### src/rtl/rpvc_pkg.sv
package rpvc_pkg;

  // Form codes carried on the input channel.
  localparam logic [1:0] FORM_RECT  = 2'd0;
  localparam logic [1:0] FORM_POLAR = 2'd1;

  // Datapath widths.
  localparam int unsigned CW  = 32;  // CORDIC x and y, Q20
  localparam int unsigned ZW  = 34;  // CORDIC angle, Q30 radians
  localparam int unsigned ZPW = 35;  // polar angle before range reduction
  localparam int unsigned RW  = 36;  // radicand, remainder and root of the square root

  // The square root resolves one result bit per stage.
  localparam int unsigned SQRT_STEPS = 18;

  // Angle constants in Q30 radians.
  localparam logic signed [ZW-1:0] PI_Q30      = 34'sd3373259426;
  localparam logic signed [ZW-1:0] TWO_PI_Q30  = 34'sd6746518852;
  localparam logic signed [ZW-1:0] HALF_PI_Q30 = 34'sd1686629713;

  // Inverse CORDIC gain in Q30.
  localparam logic signed [30:0] INV_GAIN_Q30 = 31'sd652032874;

  // Degrees to radians, pi/180 in Q40, split at bit 17 for two narrow products.
  localparam logic [35:0]        DEG2RAD_Q40 = 36'd19190098064;
  localparam logic signed [18:0] DEG_HI      = 19'(DEG2RAD_Q40 >> 17);
  localparam logic signed [17:0] DEG_LO      = 18'(DEG2RAD_Q40 & 36'h1FFFF);

  // Limits of a Q10.8 coordinate.
  localparam logic signed [17:0] Q8_MAX = 18'sh1FFFF;
  localparam logic signed [17:0] Q8_MIN = 18'sh20000;

  // Arctangent of 2^-i in Q30 for the first ten steps.
  localparam logic [29:0] ATAN_LOW [10] = '{
    30'd843314857, 30'd497837829, 30'd263043837, 30'd133525159, 30'd67021687,
    30'd33543516,  30'd16775851,  30'd8388437,   30'd4194283,   30'd2097149
  };

  // Work item that travels through the rotation and root stages.
  typedef struct packed {
    logic                   polar;
    logic                   bad;
    logic                   zero;
    logic                   flip;
    logic signed [17:0]     coord_a;
    logic signed [17:0]     coord_b;
    logic signed [17:0]     pang;
    logic signed [CW-1:0]   cx;
    logic signed [CW-1:0]   cy;
    logic signed [ZW-1:0]   z;
    logic [RW-1:0]          rem;
    logic [RW-1:0]          root;
  } rpvc_core_t;

  // Arctangent of 2^-i; beyond the table it equals 2^-i itself.
  function automatic logic signed [ZW-1:0] atan_q30(input int unsigned i);
    logic [3:0] idx;
    idx = i[3:0];
    if (i < 10) begin
      atan_q30 = ZW'(ATAN_LOW[idx]);
    end else if (i < 31) begin
      atan_q30 = ZW'(1) <<< (30 - i);
    end else begin
      atan_q30 = '0;
    end
  endfunction

  // Clamp a value to the Q10.8 coordinate range.
  function automatic logic signed [17:0] sat18(input logic signed [20:0] v);
    if (v > 21'(Q8_MAX)) begin
      sat18 = Q8_MAX;
    end else if (v < 21'(Q8_MIN)) begin
      sat18 = Q8_MIN;
    end else begin
      sat18 = v[17:0];
    end
  endfunction

endpackage

### src/rtl/rpvc_if.sv


// Result channel: full vector description.
interface rpvc_out_if;
  import rpvc_pkg::*;

  logic               valid;
  logic               ready;
  logic signed [17:0] out_x;
  logic signed [17:0] out_y;
  logic signed [18:0] out_magnitude;
  logic signed [17:0] out_angle;
  logic               out_mode;
  logic               bad_form;

  modport source (output valid, out_x, out_y, out_magnitude, out_angle, out_mode, bad_form,
                  input ready);
  modport sink   (input valid, out_x, out_y, out_magnitude, out_angle, out_mode, bad_form,
                  output ready);
endinterface

### src/rtl/rpvc_back.sv
module rpvc_back (
  input  logic                 clk,
  input  logic                 rst_n,
  input  logic                 up_vld,
  output logic                 up_rdy,
  input  rpvc_pkg::rpvc_core_t up_data,
  rpvc_out_if.source           out_ch
);
  import rpvc_pkg::*;

  logic               vld_r;
  logic signed [17:0] x_r, y_r, ang_r;
  logic signed [18:0] mag_r;
  logic               mode_r, bad_r;
  logic signed [17:0] x_nxt, y_nxt, ang_nxt;
  logic signed [18:0] mag_nxt;
  logic               mode_nxt, bad_nxt;

  logic signed [32:0] vx, vy;
  logic signed [34:0] asum;
  logic signed [18:0] root_mag;

  // The output register takes a beat whenever it is empty or being drained.
  assign up_rdy = !vld_r || out_ch.ready;

  // Polar coordinates: undo the fold, round Q20 to Q10.8.
  assign vx = up_data.flip ? (33'sd2048 - 33'(up_data.cx)) : (33'(up_data.cx) + 33'sd2048);
  assign vy = up_data.flip ? (33'sd2048 - 33'(up_data.cy)) : (33'(up_data.cy) + 33'sd2048);

  // Rectangular angle rounded to Q5.13, and the root rounded to nearest.
  assign asum     = 35'(up_data.z) + (35'sd1 <<< 16);
  assign root_mag = 19'(up_data.root[17:0]) + 19'(up_data.rem > up_data.root);

  always_comb begin
    if (up_data.bad) begin
      x_nxt    = '0;
      y_nxt    = '0;
      mag_nxt  = '0;
      ang_nxt  = '0;
      mode_nxt = 1'b0;
      bad_nxt  = 1'b1;
    end else if (up_data.polar) begin
      x_nxt    = sat18($signed(vx[32:12]));
      y_nxt    = sat18($signed(vy[32:12]));
      mag_nxt  = 19'(up_data.coord_a);
      ang_nxt  = up_data.pang;
      mode_nxt = 1'b1;
      bad_nxt  = 1'b0;
    end else begin
      x_nxt    = up_data.coord_a;
      y_nxt    = up_data.coord_b;
      mag_nxt  = root_mag;
      ang_nxt  = up_data.zero ? '0 : $signed(asum[34:17]);
      mode_nxt = 1'b0;
      bad_nxt  = 1'b0;
    end
  end

  always_ff @(posedge clk) begin
    if (!rst_n) begin
      vld_r <= 1'b0;
    end else if (up_rdy) begin
      vld_r <= up_vld;
    end
  end

  always_ff @(posedge clk) begin
    if (up_rdy) begin
      x_r    <= x_nxt;
      y_r    <= y_nxt;
      mag_r  <= mag_nxt;
      ang_r  <= ang_nxt;
      mode_r <= mode_nxt;
      bad_r  <= bad_nxt;
    end
  end

  assign out_ch.valid         = vld_r;
  assign out_ch.out_x         = x_r;
  assign out_ch.out_y         = y_r;
  assign out_ch.out_magnitude = mag_r;
  assign out_ch.out_angle     = ang_r;
  assign out_ch.out_mode      = mode_r;
  assign out_ch.bad_form      = bad_r;

endmodule
### src/flat_wrapper.sv
// flat-port wrapper written by rule: the top's interface ports become plain ports
module rpvc_back_flat import rpvc_pkg::*;
  (clk, rst_n, up_vld, up_rdy, up_data, out_ch_valid, out_ch_out_x, out_ch_out_y, out_ch_out_magnitude, out_ch_out_angle, out_ch_out_mode, out_ch_bad_form, out_ch_ready);
  rpvc_out_if out_ch_i ();
  input  logic clk;
  input  logic rst_n;
  input  logic up_vld;
  output logic up_rdy;
  input  rpvc_pkg::rpvc_core_t up_data;
  output wire logic [$bits(out_ch_i.valid)-1:0] out_ch_valid;
  output wire logic [$bits(out_ch_i.out_x)-1:0] out_ch_out_x;
  output wire logic [$bits(out_ch_i.out_y)-1:0] out_ch_out_y;
  output wire logic [$bits(out_ch_i.out_magnitude)-1:0] out_ch_out_magnitude;
  output wire logic [$bits(out_ch_i.out_angle)-1:0] out_ch_out_angle;
  output wire logic [$bits(out_ch_i.out_mode)-1:0] out_ch_out_mode;
  output wire logic [$bits(out_ch_i.bad_form)-1:0] out_ch_bad_form;
  input wire logic [$bits(out_ch_i.ready)-1:0] out_ch_ready;
  assign out_ch_valid = out_ch_i.valid;
  assign out_ch_out_x = out_ch_i.out_x;
  assign out_ch_out_y = out_ch_i.out_y;
  assign out_ch_out_magnitude = out_ch_i.out_magnitude;
  assign out_ch_out_angle = out_ch_i.out_angle;
  assign out_ch_out_mode = out_ch_i.out_mode;
  assign out_ch_bad_form = out_ch_i.bad_form;
  assign out_ch_i.ready = out_ch_ready;
  rpvc_back u_core (.clk(clk), .rst_n(rst_n), .up_vld(up_vld), .up_rdy(up_rdy), .up_data(up_data), .out_ch(out_ch_i));
endmodule
### config.mk
export PLATFORM = sky130hd
export DESIGN_NAME = rpvc_back_flat
export DESIGN_NICKNAME = d
export VERILOG_FILES = /design/src/rtl/rpvc_pkg.sv /design/src/rtl/rpvc_if.sv /design/src/rtl/rpvc_back.sv /design/src/flat_wrapper.sv
export SDC_FILE = /design/constraint.sdc
export NUM_CORES = 1
export LEC_CHECK = 0
export ABC_CLOCK_PERIOD_IN_PS = 8650
export BUFFER_PORTS_ARGS = -buffer_cell sky130_fd_sc_hd__buf_2
export CAP_MARGIN = 20
export CORE_ASPECT_RATIO = 1.75
export CORE_MARGIN = 10
export CORE_UTILIZATION = 53
export CTS_CLUSTER_SIZE = 40
export DETAILED_ROUTE_END_ITERATION = 16
export PLACE_DENSITY = 0.9
export REMOVE_ABC_BUFFERS = 1
export SETUP_SLACK_MARGIN = 0.5
export SLEW_MARGIN = 20
export SYNTH_ARGS = -nofsm -noshare
export SYNTH_HDL_FRONTEND = slang
export SYNTH_SLANG_ARGS = --single-unit
### constraint.sdc
create_clock -name clk -period 8.65 [get_ports clk]
set_input_delay 1.2975 -clock clk [delete_from_list [all_inputs] [get_ports clk]]
set_output_delay 1.2975 -clock clk [all_outputs]
set_load 0.02 [all_outputs]
==> results of run 1 <==
how the worst max path moves through the flow:
stage | startpoint | to | slack (ns)
3_5_place_dp | up_data[224] | u_core.out_ch.out_x[4] | 3.96
3_3_place_gp | up_data[224] | u_core.out_ch.out_x[3] | 4.01
6_report | up_data[224] | u_core.out_ch.out_x[1] | 4.30
4_1_cts | up_data[224] | u_core.out_ch.out_y[8] | 4.33
5_1_grt | up_data[224] | u_core.out_ch.out_x[1] | 4.05
2_1_floorplan | out_ch_ready | up_rdy | 4.07
cell usage after synthesis, types with 21 or more instances:
master / count
nand3_1: 30
nand4_1: 23
o21ai_0: 25
or3_1: 35
nor3_1: 21
nor2_1: 89
xnor2_1: 45
clkbuf_1: 28
inv_1: 53
a21oi_1: 47
xor2_1: 21
nand2_1: 40
ha_1: 45
edfxtp_1: 75
o32ai_1: 22
per-layer routing:
metal / up-vias / GRT usage [%] / part of all wire (%)
met3: 56 / 6.03 / 8.1
met2: 324 / 46.2 / 54
met1: 3426 / 22.5 / 34
li1: 3524 / - / -
met4: 0 / 12.9 / 3.9
met5: - / 0 / 0
sequential cells by signal, summed over array words and instances, names as in the netlist:
register	cells
u_core.out_ch.out_magnitude	19
u_core.out_ch.out_angle	18
u_core.out_ch.out_x	18
u_core.out_ch.out_y	18
u_core.out_ch.valid	1
u_core.out_ch.out_mode	1
u_core.out_ch.bad_form	1
where the power goes:
part	switching (uW)	internal [uW]	leakage, uW	total, uW
sequential	9.71	451	0.000837	460
clock	164	228	0.000149	392
combinational	221	145	0.00301	366
final cells by class:
class	count	area [um2]
Fill cell	1053	4090
Sequential cell	76	2270
Clock inverter	7	80.1
Tap cell	171	214
Antenna cell	3	7.51
Timing Repair Buffer	297	1500
Multi-Input combinational cell	619	4280
Clock buffer	9	225
Inverter	53	199
stage by stage:
stage               hold WS [ns]  total power (uW)  instance area [um2]  cells  utilization, %
floorplan                   1.40               669                 6740    748               -
global placement           0.861               821                 8460   1216            65.7
detailed placement         0.873               832                 8460   1216            65.7
CTS                        0.886              1220                 8760   1232            68.1
global route               0.924              1280                 8770   1232            68.1
finish                     0.877              1220                 8770   1235            68.2
kinds of logic (layout without fill, tap and decap cells):
logic type | after synthesis | count (layout) | synth area share, %
adder cells (fa/ha/maj) | 45 | 45 | 8.09
other | 0 | 3 | 0
multiplexers | 9 | 9 | 1.30
AND/OR/NAND/NOR | 302 | 302 | 23.2
flip-flops | 76 | 76 | 32.7
buffers and inverters | 100 | 366 | 5.99
XOR/XNOR | 66 | 66 | 8.31
AO/OA/AOI/OAI | 197 | 197 | 20.4
worst max-delay path, cell delays in order:
cell	delay (ns)
buf_2	0.08
buf_4	0.43
inv_1	0.44
or4_1	0.64
nor4_2	0.19
or3_1	0.18
o211ai_1	0.10
o21ai_2	0.83
o32ai_1	0.19
==> results.tsv, run 1 <==
metric	value	unit
crit_path_end_kind	flip-flop	
cts_tree	done	
drtIter0Drc	294	
grt_max_degree	53	
yosys.area.top_type	edfxtp_1	
power_leakage	0.00400	uW
numCtsBuffers	9	
min_path_type	flip-flop to flip-flop	
io_pins	309	
nets	1333	
firstDrtPassIters	4	
crit_type	input port to flip-flop	
p_per_area	139	nW/um2
clock-sinks	76	
layout_commonest_cell	buf_2	
worst_pin_slew	1.03	ns
via_per_inst	5.94	
drv_cap	0	
fp.coreArea	12900	um2
fmax	0.230	GHz
antenna_found_initial	0	
timing.rr.end	u_core.out_ch.out_magnitude[15]	
gp_congestion	0.973	
maxSlewHeadroom	31.6	%
final_antenna_net_count	0	
detail_route.wl_per_cell	18.9	um
clockBufferDepth	2	
fin_ws	4.30	ns
synth_top_cells_by_area	edfxtp_1 (32%), ha_1 (8.1%), xnor2_1 (5.7%)	
synthCells	795	
ys_seq_elements	76	
hold_viol_final	0	
finalCritPeriodShare	50.3	%
dp_hpwl	19.0	mm
clkTransAtPathRegs	0.07	ns
skew	0.00781	ns
htreeDepth	3	
grt_pass1_wl	35.8	mm
ys_seq_area_share	32.7	%
setup_violations	0	
r2r_start	u_core.out_ch.valid	
start_util	54.0	%
post_cts_buffers	0	
status	completed	
synthArstFlopShare	0	%
yosysWarnings	0	
postSynthAreaPerCell	8.75	um2
cts_hold_buf	0	
final_cell_mix	buf_2 (292), nor2_1 (89), edfxtp_1 (75)	
finalSetupTns	0	ns
die_area	18300	um2
die_h	172	um
clk_latency	0.33	ns
drc	0	
hp-start	u_core.out_ch.valid	
start_kind	input port	
chipWidth	107	um
rows	55	
worstPathRequired	8.69	ns
area_growth	26.2	%
min_path_cells	1	
worstPathArrival	4.39	ns
synthFlopType	edfxtp_1	
synth_cell_types	60	
slew_viol_final	0	
cts_root_buf	clkbuf_16	
via_count	7330	
synth.cell_area	6960	um2
pre_cts_ws	3.96	ns
grt_pass1_vias	7550	
grt.overflow.total	0	
fin_crit	4.35	ns
synth_top_area_share	32.4	%
r2r_cells	2	
synth-edff-count	75	
ir_worst_vdd	0.0921	mV
whs_endpoint	u_core.out_ch.out_angle[11]	
reg2reg_setup_slack	6.91	ns
rsz0062_at_grt	no	
portBuffers	292	
routed_wl	23.4	mm
crit_fanout	50	
final_layout_size_suffix_gt1_share	31.9	%
grt_usage	24.1	%
cts_resized	0	
Power figures use the tool's default switching activity.
==> run 2, diff against run 1 <==
--- a/config.mk
+++ b/config.mk
@@ -5,15 +5,15 @@
 export SDC_FILE = /design/constraint.sdc
 export NUM_CORES = 1
 export LEC_CHECK = 0
-export ABC_CLOCK_PERIOD_IN_PS = 8650
+export ABC_CLOCK_PERIOD_IN_PS = 3700
 export BUFFER_PORTS_ARGS = -buffer_cell sky130_fd_sc_hd__buf_2
 export CAP_MARGIN = 20
 export CORE_ASPECT_RATIO = 1.75
 export CORE_MARGIN = 10
-export CORE_UTILIZATION = 53
+export CORE_UTILIZATION = 44
 export CTS_CLUSTER_SIZE = 40
 export DETAILED_ROUTE_END_ITERATION = 16
-export PLACE_DENSITY = 0.9
+export PLACE_DENSITY = 0.8
 export REMOVE_ABC_BUFFERS = 1
 export SETUP_SLACK_MARGIN = 0.5
 export SLEW_MARGIN = 20
==> constraint.sdc (replaced) <==
create_clock -name clk -period 3.7 [get_ports clk]
set_input_delay 0.555 -clock clk [delete_from_list [all_inputs] [get_ports clk]]
set_output_delay 0.555 -clock clk [all_outputs]
set_load 0.02 [all_outputs]
==> results.tsv, run 2 (synthesis gave the netlist of run 1 again) <==
metric	value	unit	change
status	completed		
ir_worst_vdd	0.205	mV	+120%
finalSetupTns	0	ns	unchanged
r2r_cells	2		unchanged
r2r_start	u_core.out_ch.valid		
clockBufferDepth	2		unchanged
skew	0.0108	ns	+0.00296 ns
path_cells	buf_2, inv_1, ha_1, nand4_1, nor2_1, o21ai_0, o211ai_1, a21oi_1, a21oi_1, ha_2, ha_1, nand4_1, nor3_1, xnor2_1, o21a_1		
cp-startpoint	up_data[6]		
dp_hpwl	19.7	mm	+4.0%
fin_crit	3.00	ns	
numCtsBuffers	9		unchanged
die_area	21400	um2	+17%
setup_violations	0		unchanged
fp.coreArea	15500	um2	+20%
chipWidth	115	um	+7.9%
via_per_inst	5.75		-3.1%
final_layout_size_suffix_gt1_share	33.2	%	+1.4 points
start_kind	input port		
crit_path_end_kind	flip-flop		
cts_tree	done		
final_antenna_net_count	0		unchanged
drtIter0Drc	435		+48%
min_path_cells	3		+2
critPathBufInv	2		-1
area_growth	29.1	%	
min_path_type	input port to flip-flop		
gp_congestion	0.901		-7.4%
endpoint	u_core.out_ch.out_magnitude[16]		
detail_route.wl_per_cell	19.0	um	+0.31%
timing.rr.end	u_core.out_ch.out_y[10]		
antenna_found_initial	2		+2
grt_max_degree	59		+11%
cts_root_buf	clkbuf_16		
pre_cts_ws	0.223	ns	-3.74 ns
worstPathArrival	3.09	ns	-1.30 ns
worstPathRequired	3.79	ns	-4.90 ns
grt_pass1_vias	7509		-0.54%
io_pins	309		unchanged
p_per_area	329	nW/um2	+140%
slew_viol_final	0		unchanged
crit_type	input port to flip-flop		
worst_path_max_delay_cell	ha_1		
post_cts_buffers	0		unchanged
final_cell_mix	buf_2 (291), nor2_1 (89), edfxtp_1 (75)		
reg2reg_setup_slack	2.23	ns	-4.68 ns
rsz0062_at_grt	no		
grt_pass1_wl	37.7	mm	+5.4%
crit_fanout	4		-92%
worst_pin_slew	0.851	ns	-0.176 ns
start_util	45.0	%	-9.1 points
finalCritPeriodShare	81.1	%	
critPathTopFamily	simple AND/OR/NAND/NOR gates		
cts_hold_buf	0		unchanged
clock-sinks	76		unchanged
drv_cap	0		unchanged
fmax	0.333	GHz	
htreeDepth	3		unchanged
routed_wl	24.0	mm	+2.7%
fin_ws	0.698	ns	-3.60 ns
maxSlewHeadroom	43.3	%	+12 points
portBuffers	292		unchanged
via_count	7274		-0.76%
clkTransAtPathRegs	0.06	ns	about the same
rows	60		+9.1%
max_stage_delay	0.31	ns	-0.52 ns
firstDrtPassIters	6		+2
die_h	186	um	+8.6%
clk_latency	0.34	ns	about the same
power_leakage	0.00410	uW	+2.7%
layout_commonest_cell	buf_2		
grt.overflow.total	0		unchanged
largest_reg_flops	19		unchanged
nets	1349		+1.2%
hold_viol_final	0		unchanged
drc	0		unchanged
grt_usage	21.6	%	-2.5 points
cp_num_cells	15		+6
==> run 2: power breakdown <==
part,leakage [uW],internal [uW],switching [uW]
registers,0.000837,1050,22.8
logic,0.00311,355,520
clock network,0.000163,603,395
total,0.00410,2010,938
==> run 2: per-stage QoR <==
step | util [%] | total power (uW) | hold WS [ns] | cells | cell area [um2]
finish | 58.1 | 2950 | 0.465 | 1265 | 8980
global route | 58.0 | 3090 | 0.470 | 1264 | 8970
CTS | 57.9 | 2970 | 0.453 | 1263 | 8950
detailed placement | 55.8 | 1970 | 0.811 | 1247 | 8620
global placement | 55.8 | 1950 | 0.799 | 1247 | 8620
floorplan | - | 1560 | 0.654 | 748 | 6740
==> run 2: tightest hold or removal path, stage by stage <==
cell	delay [ns]
buf_2	0.10
inv_1	0.04
a21boi_0	0.06
==> run 2: repair_timing <==
| item | in CTS | in global routing |
|---|---|---|
| resized for setup | 0 | 6 |
| hold endpoints to repair | 0 | 0 |
| setup endpoints to repair | 0 | 16 |
==> run 2: worst min-delay path by stage <==
stage | startpoint | endpoint | slack [ns]
floorplan | up_data[226] | u_core.out_ch.bad_form | 0.65
detailed placement | up_vld | u_core.out_ch.valid | 0.81
finish | up_vld | u_core.out_ch.valid | 0.47
global route | up_vld | u_core.out_ch.valid | 0.47
CTS | up_vld | u_core.out_ch.valid | 0.45
global placement | up_vld | u_core.out_ch.valid | 0.80
==> run 2: final cells by class <==
type / instances / area, um2
fillers: 1452 / 6490
multi-input cells: 619 / 4290
flip-flops and latches: 76 / 2270
repair buffers: 313 / 1650
well taps: 186 / 233
clock buffers: 9 / 225
inverters: 53 / 199
clock inverters: 7 / 103
diodes: 2 / 5.00
==> run 2: layer usage <==
metal,share of wire (%),wire length [um],vias to the layer above,GRT usage (%)
met5,0,0,-,0
met4,3.5,837,0,9.08
met3,8.3,2000,52,6.83
met2,55,13100,284,40.6
met1,34,8040,3378,20.3
li1,-,-,3560,-
