`config.mk`:
```
export PLATFORM = sky130hd
export DESIGN_NAME = rpvc_front_flat
export DESIGN_NICKNAME = d
export VERILOG_FILES = /design/src/rtl/rpvc_pkg.sv /design/src/rtl/rpvc_if.sv /design/src/rtl/rpvc_front.sv /design/src/flat_wrapper.sv
export SDC_FILE = /design/constraint.sdc
export NUM_CORES = 2
export LEC_CHECK = 0
export ABC_AREA = 0
export BUFFER_PORTS_ARGS = -buffer_cell sky130_fd_sc_hd__buf_2
export CORE_MARGIN = 4
export CORE_UTILIZATION = 30
export CTS_CLUSTER_SIZE = 10
export DETAILED_ROUTE_END_ITERATION = 16
export PLACE_DENSITY = 0.54
export RECOVER_POWER = 100
export SYNTH_ARGS = -nofsm -noshare
export SYNTH_HDL_FRONTEND = slang
export SYNTH_SLANG_ARGS = --single-unit
```
`constraint.sdc`:
```
create_clock -name clk -period 24.4 [get_ports clk]
set_input_delay 3.66 -clock clk [delete_from_list [all_inputs] [get_ports clk]]
set_output_delay 3.66 -clock clk [all_outputs]
set_load 0.01 [all_outputs]
```
`src/rtl/rpvc_pkg.sv`:
```
package rpvc_pkg;

  // Form codes carried on the input channel.
  localparam logic [1:0] FORM_RECT  = 2'd0;
  localparam logic [1:0] FORM_POLAR = 2'd1;

  // Datapath widths.
  localparam int unsigned CW  = 32;  // CORDIC x and y, Q20
  localparam int unsigned ZW  = 34;  // CORDIC angle, Q30 radians
  localparam int unsigned ZPW = 35;  // polar angle before range reduction
  localparam int unsigned RW  = 36;  // radicand, remainder and root of the square root

  // The square root resolves one result bit per stage.
  localparam int unsigned SQRT_STEPS = 18;

  // Angle constants in Q30 radians.
  localparam logic signed [ZW-1:0] PI_Q30      = 34'sd3373259426;
  localparam logic signed [ZW-1:0] TWO_PI_Q30  = 34'sd6746518852;
  localparam logic signed [ZW-1:0] HALF_PI_Q30 = 34'sd1686629713;

  // Inverse CORDIC gain in Q30.
  localparam logic signed [30:0] INV_GAIN_Q30 = 31'sd652032874;

  // Degrees to radians, pi/180 in Q40, split at bit 17 for two narrow products.
  localparam logic [35:0]        DEG2RAD_Q40 = 36'd19190098064;
  localparam logic signed [18:0] DEG_HI      = 19'(DEG2RAD_Q40 >> 17);
  localparam logic signed [17:0] DEG_LO      = 18'(DEG2RAD_Q40 & 36'h1FFFF);

  // Limits of a Q10.8 coordinate.
  localparam logic signed [17:0] Q8_MAX = 18'sh1FFFF;
  localparam logic signed [17:0] Q8_MIN = 18'sh20000;

  // Arctangent of 2^-i in Q30 for the first ten steps.
  localparam logic [29:0] ATAN_LOW [10] = '{
    30'd843314857, 30'd497837829, 30'd263043837, 30'd133525159, 30'd67021687,
    30'd33543516,  30'd16775851,  30'd8388437,   30'd4194283,   30'd2097149
  };

  // Work item that travels through the rotation and root stages.
  typedef struct packed {
    logic                   polar;
    logic                   bad;
    logic                   zero;
    logic                   flip;
    logic signed [17:0]     coord_a;
    logic signed [17:0]     coord_b;
    logic signed [17:0]     pang;
    logic signed [CW-1:0]   cx;
    logic signed [CW-1:0]   cy;
    logic signed [ZW-1:0]   z;
    logic [RW-1:0]          rem;
    logic [RW-1:0]          root;
  } rpvc_core_t;

  // Arctangent of 2^-i; beyond the table it equals 2^-i itself.
  function automatic logic signed [ZW-1:0] atan_q30(input int unsigned i);
    logic [3:0] idx;
    idx = i[3:0];
    if (i < 10) begin
      atan_q30 = ZW'(ATAN_LOW[idx]);
    end else if (i < 31) begin
      atan_q30 = ZW'(1) <<< (30 - i);
    end else begin
      atan_q30 = '0;
    end
  endfunction

  // Clamp a value to the Q10.8 coordinate range.
  function automatic logic signed [17:0] sat18(input logic signed [20:0] v);
    if (v > 21'(Q8_MAX)) begin
      sat18 = Q8_MAX;
    end else if (v < 21'(Q8_MIN)) begin
      sat18 = Q8_MIN;
    end else begin
      sat18 = v[17:0];
    end
  endfunction

endpackage

```
`src/rtl/rpvc_if.sv`:
```
// Input channel: coordinates and form code.
interface rpvc_in_if;
  import rpvc_pkg::*;

  logic               valid;
  logic               ready;
  logic signed [17:0] first_coord;
  logic signed [17:0] second_coord;
  logic [1:0]         form_code;

  modport source (output valid, first_coord, second_coord, form_code, input ready);
  modport sink   (input valid, first_coord, second_coord, form_code, output ready);
endinterface


```
`src/rtl/rpvc_front.sv`:
```
module rpvc_front (
  input  logic                 clk,
  input  logic                 rst_n,
  rpvc_in_if.sink              in_ch,
  output logic                 dn_vld,
  input  logic                 dn_rdy,
  output rpvc_pkg::rpvc_core_t dn_data
);
  import rpvc_pkg::*;

  typedef struct packed {
    logic               polar;
    logic               bad;
    logic signed [17:0] a;
    logic signed [17:0] b;
    logic [34:0]        sq_a;
    logic [34:0]        sq_b;
    logic signed [47:0] gain;
    logic signed [36:0] p_hi;
    logic signed [35:0] p_lo;
  } f1_t;

  typedef struct packed {
    logic                  polar;
    logic                  bad;
    logic                  zero;
    logic signed [17:0]    a;
    logic signed [17:0]    b;
    logic [RW-1:0]         rad;
    logic signed [CW-1:0]  cx;
    logic signed [CW-1:0]  cy;
    logic signed [ZPW-1:0] z;
  } f2_t;

  typedef struct packed {
    logic                 polar;
    logic                 bad;
    logic                 zero;
    logic signed [17:0]   a;
    logic signed [17:0]   b;
    logic [RW-1:0]        rad;
    logic signed [CW-1:0] cx;
    logic signed [CW-1:0] cy;
    logic signed [ZW-1:0] z;
    logic signed [17:0]   pang;
  } f3_t;

  f1_t        s1_r, s1_nxt;
  f2_t        s2_r, s2_nxt;
  f3_t        s3_r, s3_nxt;
  rpvc_core_t s4_r, s4_nxt;
  logic       vld1_r, vld2_r, vld3_r, vld4_r;
  logic       rdy1, rdy2, rdy3, rdy4;

  logic signed [35:0]     sq_a_full, sq_b_full;
  logic signed [53:0]     zsum;
  logic signed [47:0]     gsum;
  logic signed [CW-1:0]   acx, bcy;
  logic signed [35:0]     psum;
  logic signed [18:0]     pa;
  logic signed [ZPW-1:0]  zred;

  // A stage takes a new beat when it is empty or its successor moves on.
  assign rdy4        = !vld4_r || dn_rdy;
  assign rdy3        = !vld3_r || rdy4;
  assign rdy2        = !vld2_r || rdy3;
  assign rdy1        = !vld1_r || rdy2;
  assign in_ch.ready = rdy1;
  assign dn_vld      = vld4_r;
  assign dn_data     = s4_r;

  // Stage 1: all products of the item.
  assign sq_a_full = 36'(in_ch.first_coord) * 36'(in_ch.first_coord);
  assign sq_b_full = 36'(in_ch.second_coord) * 36'(in_ch.second_coord);

  always_comb begin
    s1_nxt.polar = (in_ch.form_code == FORM_POLAR);
    s1_nxt.bad   = (in_ch.form_code != FORM_RECT) && (in_ch.form_code != FORM_POLAR);
    s1_nxt.a     = in_ch.first_coord;
    s1_nxt.b     = in_ch.second_coord;
    s1_nxt.sq_a  = sq_a_full[34:0];
    s1_nxt.sq_b  = sq_b_full[34:0];
    s1_nxt.gain  = 48'(in_ch.first_coord) * 48'(INV_GAIN_Q30);
    s1_nxt.p_hi  = 37'(in_ch.second_coord) * 37'(DEG_HI);
    s1_nxt.p_lo  = 36'(in_ch.second_coord) * 36'(DEG_LO);
  end

  // Stage 2: radicand, polar angle in Q30, and the starting vector.
  assign zsum = (54'(s1_r.p_hi) <<< 17) + 54'(s1_r.p_lo) + (54'sd1 <<< 17);
  assign gsum = s1_r.gain + (48'sd1 <<< 17);
  assign acx  = 32'(s1_r.a) <<< 12;
  assign bcy  = 32'(s1_r.b) <<< 12;

  always_comb begin
    s2_nxt.polar = s1_r.polar;
    s2_nxt.bad   = s1_r.bad;
    s2_nxt.zero  = (s1_r.a == '0) && (s1_r.b == '0);
    s2_nxt.a     = s1_r.a;
    s2_nxt.b     = s1_r.b;
    s2_nxt.rad   = RW'(s1_r.sq_a) + RW'(s1_r.sq_b);
    if (s1_r.polar) begin
      s2_nxt.cx = CW'($signed(gsum[47:18]));
      s2_nxt.cy = '0;
      s2_nxt.z  = $signed(zsum[ZPW+17:18]);
    end else if (s1_r.a[17]) begin
      // Left half plane: turn the vector by pi first.
      s2_nxt.cx = -acx;
      s2_nxt.cy = -bcy;
      s2_nxt.z  = s1_r.b[17] ? -ZPW'(PI_Q30) : ZPW'(PI_Q30);
    end else begin
      s2_nxt.cx = acx;
      s2_nxt.cy = bcy;
      s2_nxt.z  = '0;
    end
  end

  // Stage 3: polar output angle and reduction into the range from -pi to pi.
  assign psum = 36'(s2_r.z) + (36'sd1 <<< 16);
  assign pa   = $signed(psum[35:17]);

  always_comb begin
    if (s2_r.polar && (s2_r.z > ZPW'(PI_Q30))) begin
      zred = s2_r.z - ZPW'(TWO_PI_Q30);
    end else if (s2_r.polar && (s2_r.z < -ZPW'(PI_Q30))) begin
      zred = s2_r.z + ZPW'(TWO_PI_Q30);
    end else begin
      zred = s2_r.z;
    end
    s3_nxt.polar = s2_r.polar;
    s3_nxt.bad   = s2_r.bad;
    s3_nxt.zero  = s2_r.zero;
    s3_nxt.a     = s2_r.a;
    s3_nxt.b     = s2_r.b;
    s3_nxt.rad   = s2_r.rad;
    s3_nxt.cx    = s2_r.cx;
    s3_nxt.cy    = s2_r.cy;
    s3_nxt.z     = ZW'(zred);
    s3_nxt.pang  = sat18(21'(pa));
  end

  // Stage 4: fold the polar angle into the range from -pi/2 to pi/2.
  always_comb begin
    s4_nxt.polar   = s3_r.polar;
    s4_nxt.bad     = s3_r.bad;
    s4_nxt.zero    = s3_r.zero;
    s4_nxt.coord_a = s3_r.a;
    s4_nxt.coord_b = s3_r.b;
    s4_nxt.pang    = s3_r.pang;
    s4_nxt.cx      = s3_r.cx;
    s4_nxt.cy      = s3_r.cy;
    s4_nxt.rem     = s3_r.rad;
    s4_nxt.root    = '0;
    if (s3_r.polar && (s3_r.z > HALF_PI_Q30)) begin
      s4_nxt.z    = s3_r.z - PI_Q30;
      s4_nxt.flip = 1'b1;
    end else if (s3_r.polar && (s3_r.z < -HALF_PI_Q30)) begin
      s4_nxt.z    = s3_r.z + PI_Q30;
      s4_nxt.flip = 1'b1;
    end else begin
      s4_nxt.z    = s3_r.z;
      s4_nxt.flip = 1'b0;
    end
  end

  // Valid bits.
  always_ff @(posedge clk) begin
    if (!rst_n) begin
      vld1_r <= 1'b0;
      vld2_r <= 1'b0;
      vld3_r <= 1'b0;
      vld4_r <= 1'b0;
    end else begin
      if (rdy1) vld1_r <= in_ch.valid;
      if (rdy2) vld2_r <= vld1_r;
      if (rdy3) vld3_r <= vld2_r;
      if (rdy4) vld4_r <= vld3_r;
    end
  end

  // Payload registers.
  always_ff @(posedge clk) begin
    if (rdy1) s1_r <= s1_nxt;
    if (rdy2) s2_r <= s2_nxt;
    if (rdy3) s3_r <= s3_nxt;
    if (rdy4) s4_r <= s4_nxt;
  end

endmodule

```
`src/flat_wrapper.sv`:
```
// flat-port wrapper written by rule: the top's interface ports become plain ports
module rpvc_front_flat import rpvc_pkg::*;
  (clk, rst_n, dn_vld, dn_rdy, dn_data, in_ch_valid, in_ch_first_coord, in_ch_second_coord, in_ch_form_code, in_ch_ready);
  rpvc_in_if in_ch_i ();
  input  logic clk;
  input  logic rst_n;
  output logic dn_vld;
  input  logic dn_rdy;
  output rpvc_pkg::rpvc_core_t dn_data;
  input wire logic [$bits(in_ch_i.valid)-1:0] in_ch_valid;
  input wire logic [$bits(in_ch_i.first_coord)-1:0] in_ch_first_coord;
  input wire logic [$bits(in_ch_i.second_coord)-1:0] in_ch_second_coord;
  input wire logic [$bits(in_ch_i.form_code)-1:0] in_ch_form_code;
  output wire logic [$bits(in_ch_i.ready)-1:0] in_ch_ready;
  assign in_ch_i.valid = in_ch_valid;
  assign in_ch_i.first_coord = in_ch_first_coord;
  assign in_ch_i.second_coord = in_ch_second_coord;
  assign in_ch_i.form_code = in_ch_form_code;
  assign in_ch_ready = in_ch_i.ready;
  rpvc_front u_core (.clk(clk), .rst_n(rst_n), .in_ch(in_ch_i), .dn_vld(dn_vld), .dn_rdy(dn_rdy), .dn_data(dn_data));
endmodule
```
==> results_dict.tcl <==
set metrics [dict create \
    run_status "finished, violations left" \
    failed_checks "max-capacitance violations, max-slew violations" \
    r2r.worst_path.cells 4 \
    setup_viol_count_final 0 \
    r2r_end "u_core.s1_r[150]$_DFFE_PP_" \
    worst_setup_start_kind "input port" \
    asyncSetResetFlopFracSynth_pct 0 \
    cts_tree "yes" \
    floorplan.initialDensity_pct 30.21 \
    crit_chain "buf_2, clkbuf_1, inv_1, nor2_1, inv_1, fa_1, fa_1, fa_1, fa_1, fa_1, fa_1, inv_1, ha_1, and4_1, and4_1, nand3_1, nand4b_1, a31oi_1, o21ai_0, or4_1, a2111o_1, o211ai_1" \
    post_synth_design_cell_area_um2 69590 \
    crit_path_frequent_cell "sky130_fd_sc_hd__fa_1" \
    setup_repair_after_global_routing_missed_its_margin "false" \
    number_of_max_cap_violations 48 \
    via_total_after_detailed_routing 43540 \
    drt_wl_total_um 173700 \
    clock_latency_at_the_later_pin_of_the_worst_skew_pair_ns 0.71 \
    post_cts.resized_instances 0 \
    gpl.final_weighted_congestion 0.9012 \
    htreeDepth 3 \
    tightestPinTransition_ns 8.508 \
    synth-seq-area-share_pct 30.58 \
    number_of_top_level_design_ports 272 \
    wp_buf_inv 5 \
    sequential_cell_area_um2 21280 \
    design.die.area_um2 239700 \
    std_cell_rows 176 \
    place_area_um2 74070 \
    antenna_found_initial 11 \
    post_synth.cell_area_avg_um2 11.03 \
    grt_first_pass_wirelength_um 274800 \
    critPathKind "input port to flop" \
    critical_path.endpoint "u_core.s1_r[155]$_DFFE_PP_" \
    grt-ovfl-total 0 \
    drtIter0Drc 2501 \
    port-buffer-count 223 \
    ant_nets 0 \
    hold_class "flop to flop" \
    final.fill_count 23390 \
    relSlewSlack_pct -467.2 \
    count_of_final_max_slew_check_failures 1688 \
    worst_r2r_startpoint "u_core.dn_vld$_SDFFE_PN0P_" \
    period_share_pct 49.83 \
    final_design_area_no_fill_um2 76180 \
    synth_flop_cell "sky130_fd_sc_hd__edfxtp_1" \
    cp_top_family "adder cells" \
    drt-pass1-iter-count 5 \
    post_synth_inst_count 6308 \
    hold-worst-slack_ns 0.4081 \
    critical_path_peak_fanout 24 \
    timing.reg2reg.setup_slack_ns 15.39 \
    cts_buffer_depth 3 \
    multi_input_logic_area_um2 41740 \
    timing.critical_path.from "in_ch_second_coord[14]" \
    grt_max_degree 144 \
    cpMaxStageDelayCell "sky130_fd_sc_hd__clkbuf_1" \
    yosysWarnings 0 \
    clk_pin_slew_ns 0.06 \
    die_w_um 489.6 \
    syn2layout_area_growth_pct 9.481 \
    count_of_unique_library_cells_instantiated_by_yosys 93 \
    globalRouteTotalUtil_pct 14.78 \
    timing.critical_path.arrival_ns 12.70 \
    cts_setup_buffers 0 \
    cts-buffers-inserted 87 \
    clock-sinks 710 \
    number_of_global_route_vias_before_repair 46640 \
    layout.nets 8221 \
    hold_violations 0 \
    finalWorstPathRequiredPeriod_ns 12.16 \
    floorplan.die.height_um 489.6 \
    setup_total_negative_slack_ns 0 \
    cts-hold-fix-buffers 0 \
    max_stage_delay_ns 1.59 \
    post-dp-hpwl_um 138200 \
    max_freq_ghz 0.08225 \
    required_time_of_the_critical_path_ns 24.94 \
    cts.root.buffer_cell "sky130_fd_sc_hd__clkbuf_16" \
    post_route_cells_drive_above_1_share_pct 2.701 \
    via_per_inst 4.541 \
    post_drt_wl_per_cell_um 18.12 \
    floorplan.core_area_um2 230300 \
    synth_edf_count 706 \
    drc_violation_count_after_routing 0 \
    final_core_util_pct 33.07 \
    setup.worst_path.end_class "flop" \
    flip_flop_and_latch_count_after_synthesis 710 \
    crit_cells 22 \
    finClkSkew_ns 0.04930 \
]
[worst register-to-register path: cells and delay by family, from the launching register on]
| family | cells | cell delay (ns) |
|---|---|---|
| AND/OR/NAND/NOR | 3 | 1.85 |
| buffers and inverters | 1 | 6.03 |
| flip-flops | 1 | 0.30 |
[per-layer routing]
metal | vias up | global-route usage [%] | part of all wire, %
li1 | 20480 | - | -
met1 | 21900 | 20.69 | 47
met2 | 944 | 24.06 | 46
met3 | 209 | 1.776 | 4.3
met4 | 0 | 4.351 | 2.8
met5 | - | 0 | 0
[cell type report]
| class | instances | share of cell area, % |
|---|---|---|
| Tap cell | 3026 | 4.970 |
| Timing Repair Buffer | 254 | 1.302 |
| Inverter | 1559 | 7.684 |
| Clock inverter | 24 | 0.3745 |
| Multi-Input combinational cell | 3906 | 54.79 |
| Antenna cell | 9 | 0.02956 |
| Clock buffer | 99 | 2.917 |
| Sequential cell | 710 | 27.93 |
[cells in the final DEF, fill, tap and decap left out, types with 28 or more instances in the layout]
cell type,instances
sky130_fd_sc_hd__nand2b_1,28
sky130_fd_sc_hd__nand2_1,323
sky130_fd_sc_hd__nor3_1,54
sky130_fd_sc_hd__inv_1,1551
sky130_fd_sc_hd__o21ai_0,129
sky130_fd_sc_hd__o21bai_1,28
sky130_fd_sc_hd__a31oi_1,33
sky130_fd_sc_hd__xnor2_1,252
sky130_fd_sc_hd__and2_1,42
sky130_fd_sc_hd__clkbuf_1,243
sky130_fd_sc_hd__a21o_1,110
sky130_fd_sc_hd__nor2_1,304
sky130_fd_sc_hd__edfxtp_1,706
sky130_fd_sc_hd__and3_1,34
sky130_fd_sc_hd__nor2b_1,31
sky130_fd_sc_hd__xor2_1,146
sky130_fd_sc_hd__conb_1,48
sky130_fd_sc_hd__clkbuf_16,87
sky130_fd_sc_hd__nand3_1,72
sky130_fd_sc_hd__fa_1,991
sky130_fd_sc_hd__ha_1,670
sky130_fd_sc_hd__a21oi_1,213
[through the flow]
stage	worst slack (ns)	std cells
2_1_floorplan	12.72	6355
4_1_cts	13.76	9578
6_report	12.24	9587
3_5_place_dp	13.00	9455
5_1_grt	11.79	9586
3_3_place_gp	13.12	9455
[cells in the mapped netlist, drive strengths merged (27+ instances only)]
cell type | n | area share, %
a31oi | 33 | 0.30
o21bai | 28 | 0.30
edfxtp | 706 | 30
nor2b | 31 | 0.28
clkbuf | 121 | 0.66
xnor2 | 252 | 3.2
o21a | 27 | 0.29
nand3 | 72 | 0.52
and2 | 51 | 0.46
and3 | 34 | 0.31
nor3 | 54 | 0.39
o22ai | 27 | 0.24
inv | 1555 | 8.4
xor2 | 146 | 1.8
ha | 670 | 12
a21oi | 213 | 1.5
o21ai | 139 | 1.0
nor2 | 304 | 1.6
fa | 991 | 29
a21o | 111 | 1.2
nand4 | 27 | 0.24
nand2b | 28 | 0.25
nand2 | 323 | 1.7
buf | 59 | 0.60
[cell families (layout without fill, tap and decap cells)]
family / Yosys count / in the layout / synth area share [%]
buf+inv: 1739 / 1936 / 9.663
fa+ha+maj: 1661 / 1661 / 40.56
simple gates: 1030 / 1030 / 6.942
compound gates: 756 / 756 / 7.048
flops: 710 / 710 / 30.58
xor+xnor: 398 / 398 / 5.009
mux: 13 / 13 / 0.1942
other cells: 1 / 57 / 0.005389
[registers in the layout, summed over array words and instances, names as in the netlist]
| register | flops |
|---|---|
| u_core.dn_data | 180 |
| u_core.s3_r | 179 |
| u_core.s2_r | 162 |
| u_core.s1_r | 151 |
| u_core.acx | 17 |
| u_core.bcy | 17 |
| u_core.dn_vld | 1 |
| u_core.vld1_r | 1 |
| u_core.vld2_r | 1 |
| u_core.vld3_r | 1 |
[how the worst min path moves through the flow]
stage	from	endpoint	slack, ns	depth (start not counted)
2_1_floorplan	u_core.s3_r[64]$_DFFE_PP_	u_core.dn_data[118]$_DFFE_PP_	0.40	0
3_3_place_gp	u_core.s2_r[95]$_DFFE_PP_	u_core.s3_r[112]$_DFFE_PP_	0.40	0
3_5_place_dp	u_core.s3_r[65]$_DFFE_PP_	u_core.dn_data[119]$_DFFE_PP_	0.40	0
4_1_cts	u_core.s2_r[77]$_SDFFCE_PN0P_	u_core.s3_r[94]$_DFFE_PP_	0.41	0
5_1_grt	u_core.s3_r[1]$_SDFFCE_PN1P_	u_core.dn_data[171]$_DFFE_PP_	0.41	0
6_report	u_core.s2_r[77]$_SDFFCE_PN0P_	u_core.s3_r[94]$_DFFE_PP_	0.41	0
Power is not shown: default switching activity piles up to over one toggle a cycle in this logic, so the estimate is an artifact.
